[src/hw/rtl/cosine_min_distance_assert.svh]
// Assertion macros for the cosine minimum distance block.
// Used by the top level only; needs clk and rst_n in scope.
`ifndef COSINE_MIN_DISTANCE_ASSERT_SVH
`define COSINE_MIN_DISTANCE_ASSERT_SVH

`define CMD_ASSERT_IMPL(label, ante, cons) \
    label: assert property (@(posedge clk) disable iff (!rst_n) (ante) |-> (cons)) \
        else $error("label failed");

`define CMD_ASSERT_NEXT(label, ante, cons) \
    label: assert property (@(posedge clk) disable iff (!rst_n) (ante) |=> (cons)) \
        else $error("label failed");

`endif

[src/hw/rtl/cmd_pkg.sv]
// Shared types and constants for the cosine minimum distance block.
// No dependencies.
`timescale 1ns / 1ps
`default_nettype none
package cmd_pkg;
    localparam int VecLenDefault = 512;
    localparam int ElemW   = 16;
    localparam int EnergyW = 40;
    localparam int CrossW  = 41;
    localparam int SimW    = 17;
    localparam int RootW   = 31;
    localparam int ProdW   = 62;
    localparam logic [SimW-1:0] SimOne = 17'h10000;

    typedef struct packed {
        logic accumulate;
        logic close_vec;
        logic sqrt_start;
        logic sqrt_step;
        logic mul_step;
        logic div_start;
        logic div_step;
        logic finish;
        logic emit_list;
    } cmd_ctrl_t;

    typedef struct packed {
        logic skip;
        logic list_flag;
    } cmd_stat_t;
endpackage
`default_nettype wire

[src/hw/rtl/cmd_ctrl.sv]
// Controller state machine for the cosine minimum distance block.
// Depends on cmd_pkg.
`timescale 1ns / 1ps
`default_nettype none
module cmd_ctrl (
    input  wire logic              clk,
    input  wire logic              rst_n,
    input  wire logic              in_valid,
    output logic                   in_ready,
    input  wire logic              vector_end,
    input  wire logic              list_end,
    input  wire logic              out_busy,
    input  wire cmd_pkg::cmd_stat_t stat,
    output cmd_pkg::cmd_ctrl_t     ctrl
);
    localparam logic [2:0] S_IDLE = 3'd0;
    localparam logic [2:0] S_SQRT = 3'd1;
    localparam logic [2:0] S_MUL  = 3'd2;
    localparam logic [2:0] S_DIV  = 3'd3;
    localparam logic [2:0] S_FIN  = 3'd4;

    logic [2:0] state_reg, state_next;
    logic [4:0] cnt_reg, cnt_next;
    logic       fire;

    assign in_ready = (state_reg == S_IDLE) && !out_busy;
    assign fire = in_valid && in_ready;

    always_comb
    begin
        state_next = state_reg;
        cnt_next = cnt_reg;
        ctrl = '0;
        unique case (state_reg)
            S_IDLE:
            begin
                if (fire)
                begin
                    ctrl.accumulate = 1'b1;
                    if (vector_end || list_end)
                    begin
                        ctrl.close_vec = 1'b1;
                        ctrl.sqrt_start = 1'b1;
                        state_next = S_SQRT;
                        cnt_next = '0;
                    end
                end
            end
            S_SQRT:
            begin
                ctrl.sqrt_step = 1'b1;
                cnt_next = cnt_reg + 5'd1;
                if (cnt_reg == 5'd31)
                begin
                    state_next = S_MUL;
                    cnt_next = '0;
                end
            end
            S_MUL:
            begin
                ctrl.mul_step = 1'b1;
                state_next = stat.skip ? S_FIN : S_DIV;
                cnt_next = '0;
            end
            S_DIV:
            begin
                if (cnt_reg == 5'd0)
                begin
                    ctrl.div_start = 1'b1;
                    cnt_next = 5'd1;
                end
                else
                begin
                    ctrl.div_step = 1'b1;
                    cnt_next = cnt_reg + 5'd1;
                    if (cnt_reg == 5'd16)
                    begin
                        state_next = S_FIN;
                        cnt_next = '0;
                    end
                end
            end
            S_FIN:
            begin
                ctrl.finish = 1'b1;
                ctrl.emit_list = stat.list_flag;
                state_next = S_IDLE;
            end
            default: state_next = S_IDLE;
        endcase
    end

    always_ff @(posedge clk or negedge rst_n)
    begin
        if (!rst_n)
        begin
            state_reg <= S_IDLE;
            cnt_reg <= '0;
        end
        else
        begin
            state_reg <= state_next;
            cnt_reg <= cnt_next;
        end
    end
endmodule
`default_nettype wire

[config.mk]
export PLATFORM = sky130hd
export DESIGN_NAME = cmd_ctrl
export DESIGN_NICKNAME = d
export VERILOG_FILES = /design/src/hw/rtl/cosine_min_distance_assert.svh /design/src/hw/rtl/cmd_pkg.sv /design/src/hw/rtl/cmd_ctrl.sv
export SDC_FILE = /design/constraint.sdc
export NUM_CORES = 1
export LEC_CHECK = 0
export ABC_CLOCK_PERIOD_IN_PS = 2420
export BUFFER_PORTS_ARGS = -buffer_cell sky130_fd_sc_hd__buf_4
export CORE_ASPECT_RATIO = 1.5
export CORE_MARGIN = 3
export CORE_UTILIZATION = 30
export DETAILED_ROUTE_END_ITERATION = 10
export PLACE_DENSITY_LB_ADDON = 0.1
export SLEW_MARGIN = 5
export SYNTH_ARGS = -nofsm -noshare
export SYNTH_HDL_FRONTEND = slang
export SYNTH_SLANG_ARGS = --single-unit
[constraint.sdc]
create_clock -name clk -period 2.42 [get_ports clk]
set_clock_uncertainty 0.2 [all_clocks]
set_input_delay 0.121 -clock clk [delete_from_list [all_inputs] [get_ports clk]]
set_output_delay 0.121 -clock clk [all_outputs]
set_load 0.005 [all_outputs]
==> impl_metrics.toml, run 1 <==
[status]
status = "finished clean"

[cts]
cts_max_path_buffers = 2
cts-buffers-inserted = 3
clock_sinks = 8
htree_levels = 1
clkTransAtPathRegs_ns = 0.06
ctsResizeCount = 0
cts_tree = "done"
clk_latency_ns = 0.26
root_buffer = "clkbuf_4"

[synth]
syn-mean-instance-area_sq_um = 8.986
synth_cell_type_count = 33
synth_top_area_cell = "dfrtp_1"
ys_ff_latch = 8
synth_top_area_share_pct = 33.76
synthesis.nets = 77
synth_area_leaders = "dfrtp_1, ha_1, nor2_1, a21oi_1, nand2b_1"
ys_seq_area_share_pct = 33.76
syn_area_sq_um = 593.1
yosysWarnings = 0
syn_inst = 66

[run]
drv_cap = 0

[timing]
finalSetupTns_ns = 0
slew_headroom_pct = 74.30
fmax_mhz = 502.3
worst_pin_slew_ns = 0.3856
rsz0062_at_grt = "no"
finalCritPeriodShare_pct = 82.26
whs_ns = 0.01510
setup_viol = 0
maxSlewViolCount = 0
fin_crit_ns = 1.991
hold_viol_final = 0

[die]
io_pins = 18
die_h_um = 60.46
num_rows = 19
fp.coreArea_sq_mm = 0.001854
start_util_pct = 31.98
die_width_um = 42.31
die-area_sq_mm = 0.002558

[routing]
routed_wl_um = 1424
wl_met3_um = 75
dr.pass1.iters = 4
wl_per_cell_um = 13.56
num_vias = 555
wl_met2_um = 728
drtAntennaViolNets = 0
drt_iter0_drc = 9
top_layer_used = "met4"
vias_per_cell = 5.286
met1Wirelength_um = 565
drc = 0

[setup_path]
worstReg2RegEnd = "cnt_reg[2]"
critPathKind = "flip-flop to flip-flop"
cpPeakStageDelay_ns = 0.41
arrival_ns = 2.00
worstPathRequired_ns = 2.42
cp_slowest_cell = "dfrtp_1"
endpoint_kind = "flip-flop"
rrSetupSlack_ns = 0.43
cp-start-kind = "flip-flop"
path_common_cell = "ha_1"
crit_path_cell_trace = "ha_1 -> and3_2 -> ha_1 -> and2b_1 -> nor3_4 -> and3b_1 -> a221o_1"
reg2reg_from = "cnt_reg[0]"
reg2reg_depth = 7
cp_max_fo = 6

[final_layout]
drive_above_1_share_pct = 30.95
diodes = 0
final_area_sq_um = 765.7
largest_reg_flops = 5
area_growth_pct = 29.11
nets = 97

[global_route]
grt_pass1_wl_um = 2359
grt_overflow_total = 0
antenna_found_initial = 0
grt_max_degree = 14
grt_use_total_pct = 12.68
grt_pass1_vias = 543

[pwr]
vdd_drop_max_mv = 0.3604
leakagePower_nw = 0.3761
swShare_pct = 38.33
p_int_w = 0.0004235
finalPower_w = 0.0006867
power.switching_w = 0.0002632
powerDensity_mw_per_mm2 = 896.8
p_clk_share_pct = 16.0
pwr-share-seq_pct = 36.7
comb_power_share_pct = 47.3

[hold_path]
hp-class = "input pin to asynchronous set/reset pin"

[place]
io_buffers = 17
dpl.hpwl_um = 1108
gp_congestion = 0.7159
post_dp_cell_area_sq_um = 723.2
[critical path: cells and delay by family, from the launching register on]
kind | cells | cell delay (ns)
and+or+nand+nor | 4 | 0.81
adders and majority gates | 2 | 0.42
DFF | 1 | 0.41
AOI/OAI and AO/OA | 1 | 0.10
[how the worst max path moves through the flow]
stage	startpoint	endpoint	slack (ns)	cells past startpoint
after floorplan	cnt_reg[0]	cnt_reg[2]	0.56	7
after global placement	cnt_reg[0]	cnt_reg[2]	0.47	7
after detailed placement	cnt_reg[0]	cnt_reg[2]	0.44	7
after CTS	cnt_reg[0]	cnt_reg[2]	0.42	7
after global routing	cnt_reg[1]	cnt_reg[0]	0.33	7
final	cnt_reg[0]	cnt_reg[2]	0.43	7
[cell families (layout without fill, tap and decap cells)]
group / after synthesis / after routing / synth area share (%)
flops: 8 / 8 / 33.75
simple gates: 36 / 36 / 39.03
buf+inv: 6 / 24 / 5.273
xor+xnor: 1 / 1 / 1.477
compound gates: 12 / 12 / 14.13
fa+ha+maj: 3 / 3 / 6.330
[power groups by stage]
stage          sequential, W  clock, W  combinational (W)
6_report            0.000252  0.000110           0.000325
5_1_grt             0.000267  0.000120           0.000367
4_1_cts             0.000254  0.000115           0.000332
3_5_place_dp        0.000256         0           0.000328
3_3_place_gp        0.000257         0           0.000328
2_1_floorplan       0.000221         0           0.000273
[cells in the mapped netlist]
cell and instances:
a22o_1 2, clkbuf_1 1, and2_1 1, or2b_4 1
a211oi_1 1, nor4b_1 1, a221o_1 1, nor3_1 1
and3_2 1, dfrtp_1 8, a22o_2 1, nand3_1 2
nor3_4 1, xnor2_1 1, and3_1 2, and2b_1 1
o21ai_0 1, ha_1 3, nand2b_1 4, nor2_1 9
a21oi_1 5, inv_1 2, buf_4 2, and3b_1 1
nand3b_1 1, buf_2 1, a2bb2oi_1 1, nand2_1 2
nor4_1 2, nor2b_1 3, or2_2 1, and4bb_4 1
or4b_1 1
[repair_timing]
item / CTS / global route
hold buffers: 2 / 0
hold endpoints to repair: 10 / 0
setup endpoints to repair: 0 / 0
setup buffers: 0 / 0
[routing by layer]
metal | vias to the layer above | global-route usage [%]
met5 | - | 0
met4 | 0 | 10.67
met3 | 5 | 1.187
met2 | 20 | 22.88
met1 | 257 | 13.20
li1 | 273 | -
[final cells by class]
class / count / area, sq um
inverters: 2 / 7.507
well taps: 21 / 26.28
multi-input cells: 52 / 361.6
repair buffers: 19 / 147.6
flip-flops and latches: 8 / 200.2
fillers: 204 / 1089
clock buffers: 3 / 22.52
[cell usage in the layout, fill, tap and decap left out, types with 2 or more instances in the layout]
master	Yosys	routed
buf_4	2	17
nor2_1	9	9
dfrtp_1	8	8
a21oi_1	5	5
nand2b_1	4	4
nor2b_1	3	3
ha_1	3	3
clkbuf_4	0	3
inv_1	2	2
nor4_1	2	2
and3_1	2	2
nand2_1	2	2
nand3_1	2	2
a22o_1	2	2
dlygate4sd3_1	0	2
[stage by stage]
step / setup WS [ns] / cells / util, %
floorplan: 0.5601 / 66 / -
global placement: 0.4656 / 100 / 39.00
detailed placement: 0.4450 / 100 / 39.00
CTS: 0.4245 / 105 / 41.30
global route: 0.3274 / 105 / 41.30
finish: 0.4293 / 105 / 41.30
Note: power is estimated with default switching activity, not from simulation.
==> run 2, diff against run 1 <==
ABC_AREA = 1   (was default)
ABC_CLOCK_PERIOD_IN_PS = 2050   (was 2420)
clock period = 2.05 ns   (was 2.42 ns; I/O delays follow)
==> run 2 against run 1 <==
Via count rose by 13%; cell count rose by 26%; global-route usage rose by 0.98 points; sequential power rose by 6%; synthesized cell count rose by 35%; hold slack improved by 0.044 ns; power rose by 34%; clock-buffer cell count did not move; first-iteration DRC count did not move; clock power rose by 5%; register-to-register slack got worse by 0.02 ns; largest cell class unchanged; highest routed layer unchanged.
==> impl_metrics.toml, run 2 <==
[status]
status = "finished clean"

[pwr]
pwr-share-seq_pct = 28.9
p_clk_share_pct = 12.5
powerDensity_mw_per_mm2 = 1136
leakagePower_nw = 0.4646
p_int_w = 0.0004851
comb_power_share_pct = 58.6
vdd_drop_max_mv = 0.5267
power.switching_w = 0.0004377
swShare_pct = 47.43

[synth]
synth_edf_count = 0
syn_inst = 89
synth_top_area_cell = "dfrtp_1"
yosysWarnings = 0
synthFlopType = "dfrtp_1"
ys_ff_latch = 8
synthTopCellsByCount = "nand2_1, nor2_1, inv_1, dfrtp_1, nand3_1"
synthesis.nets = 100
synth_cell_type_count = 20
syn-mean-instance-area_sq_um = 6.889
ys_seq_area_share_pct = 32.65
synth_area_leaders = "dfrtp_1, nand2_1, nand3_1, ha_1, nor2_1"
syn_area_sq_um = 613.1
synthArstFlopShare_pct = 100.0
synth_top_area_share_pct = 32.65
yosysMostFrequentCell = "nand2_1"

[final_layout]
multi_input_area_sq_um = 352.8
drive_above_1_share_pct = 30.63
largest_reg_flops = 5
nets = 124
postLayoutCoreUtil_pct = 43.24
fin_cells = 132
area_growth_pct = 32.45
fillers = 197
final_area_sq_um = 812.0
diodes = 0
final_common_cell = "nand2_1"
seq_area_sq_um = 200.2
layout_common_cells = "nand2_1, buf_4, nor2_1, inv_1"

[routing]
wl_per_cell_um = 11.37
routed_wl_um = 1501
drt_iter0_drc = 9
dr.pass1.iters = 4
num_vias = 626
vias_per_cell = 4.742
drc = 0
drtAntennaViolNets = 0

[die]
fp.coreArea_sq_mm = 0.001878
io_pins = 18
die-area_sq_mm = 0.002633
die_width_um = 42.91
die_h_um = 61.37
num_rows = 19
start_util_pct = 32.64

[setup_path]
worstReg2RegEnd = "state_reg[0]"
rrSetupSlack_ns = 0.41
endpoint_kind = "output port"
worstPathRequired_ns = 1.75
crit_path_cell_trace = "nor2_1 -> nand2_1 -> nor2_2 -> nand2_1 -> nor2_1 -> buf_4"
cp_slowest_cell = "dfrtp_1"
arrival_ns = 1.52
reg2reg_from = "cnt_reg[1]"
cpPeakStageDelay_ns = 0.45
cp-start-kind = "flip-flop"
reg2reg_depth = 11
critPathKind = "flip-flop to output port"
cp_max_fo = 6

[place]
post_dp_cell_area_sq_um = 759.5
place_inst = 126
dpl.hpwl_um = 1267
gp_congestion = 0.8092
io_buffers = 17

[timing]
setup_viol = 0
hold_viol_final = 0
finalSetupTns_ns = 0
maxSlewViolCount = 0
fin_crit_ns = 1.818
slew_headroom_pct = 75.28
rsz0062_at_grt = "no"
fmax_mhz = 550.1
worst_pin_slew_ns = 0.3695
finalCritPeriodShare_pct = 88.68
whs_ns = 0.05876

[hold_path]
hold_path_depth = 4
whs_endpoint = "state_reg[2]"
hp-class = "input pin to flip-flop"
holdCritStartpoint = "out_busy"

[cts]
cts-buffers-inserted = 3
clock_sinks = 8
cts_tree = "done"
cts_max_path_buffers = 2
ctsResizeCount = 0
root_buffer = "clkbuf_4"
htree_levels = 1
clkTransAtPathRegs_ns = 0.05
clk_latency_ns = 0.25

[global_route]
grt_use_total_pct = 13.67
antenna_found_initial = 0
grt_overflow_total = 0
grt_pass1_vias = 651
grt_max_degree = 9
grt_pass1_wl_um = 2573

[run]
drv_cap = 0
==> run 2: cell count changes after synthesis, moves of 3 or more <==
cell,previous run,this run
nand4_1,0,3
a21oi_1,5,0
inv_1,2,9
nand3_1,2,8
inv_2,0,4
nand2_1,2,28
nor2b_1,3,0
nand2b_1,4,0
==> run 2: layout make-up <==
type                            instances  share of cell area (%)
Multi-Input combinational cell         66                   43.45
Sequential cell                         8                   24.65
Timing Repair Buffer                   20                   19.41
Inverter                               14                   6.471
Tap cell                               21                   3.236
Clock buffer                            3                   2.773
==> run 2: repair_timing <==
action                    CTS  global route
hold endpoints to repair    9             0
setup buffers               0             0
hold buffers                3             0
==> run 2: how the worst max path moves through the flow <==
stage,from,to,depth (start not counted)
floorplan,cnt_reg[0],state_reg[0],10
global placement,cnt_reg[0],state_reg[0],10
detailed placement,cnt_reg[1],state_reg[0],11
CTS,state_reg[0],ctrl[6],6
global route,state_reg[0],ctrl[6],6
finish,state_reg[0],ctrl[6],6
==> run 2: metrics by stage <==
step           worst slack (ns)  total power [W]
5_1_grt                 0.04938         0.001024
2_1_floorplan            0.5054        0.0006379
3_3_place_gp             0.4377        0.0008121
4_1_cts                  0.1977        0.0009377
6_report                 0.2320        0.0009228
3_5_place_dp             0.4134        0.0008109
==> run 2: power by group through the flow <==
stage	Sequential (W)	Clock [W]	Combinational, W
after global routing	0.000276	0.000132	0.000616
final	0.000267	0.000115	0.000541
after detailed placement	0.000270	0	0.000541
after floorplan	0.000254	0	0.000384
after global placement	0.000267	0	0.000545
after CTS	0.000268	0.000122	0.000548
==> run 2: layer usage <==
layer  up-vias  share of wire [%]  track usage, %
met5         -                  0               0
met4         0                2.2           7.556
met3         4                7.9           5.848
met2        20                 55           27.25
met1       278                 35           10.79
li1        324                  -               -
==> run 2: kinds of logic after synthesis <==
group                    Yosys count  synth area share, %
adder cells (fa/ha/maj)            3                6.123
AND/OR/NAND/NOR                   59                45.72
AO/OA/AOI/OAI                      3                4.285
XOR/XNOR                           1                1.429
flip-flops                         8                32.65
buffers and inverters             15                9.795
==> run 2: worst max-delay path, delay by kind of cell (launching register included) <==
family / cells / cell delay, ns
buf+inv: 1 / 0.13
flops: 1 / 0.45
simple gates: 5 / 0.68
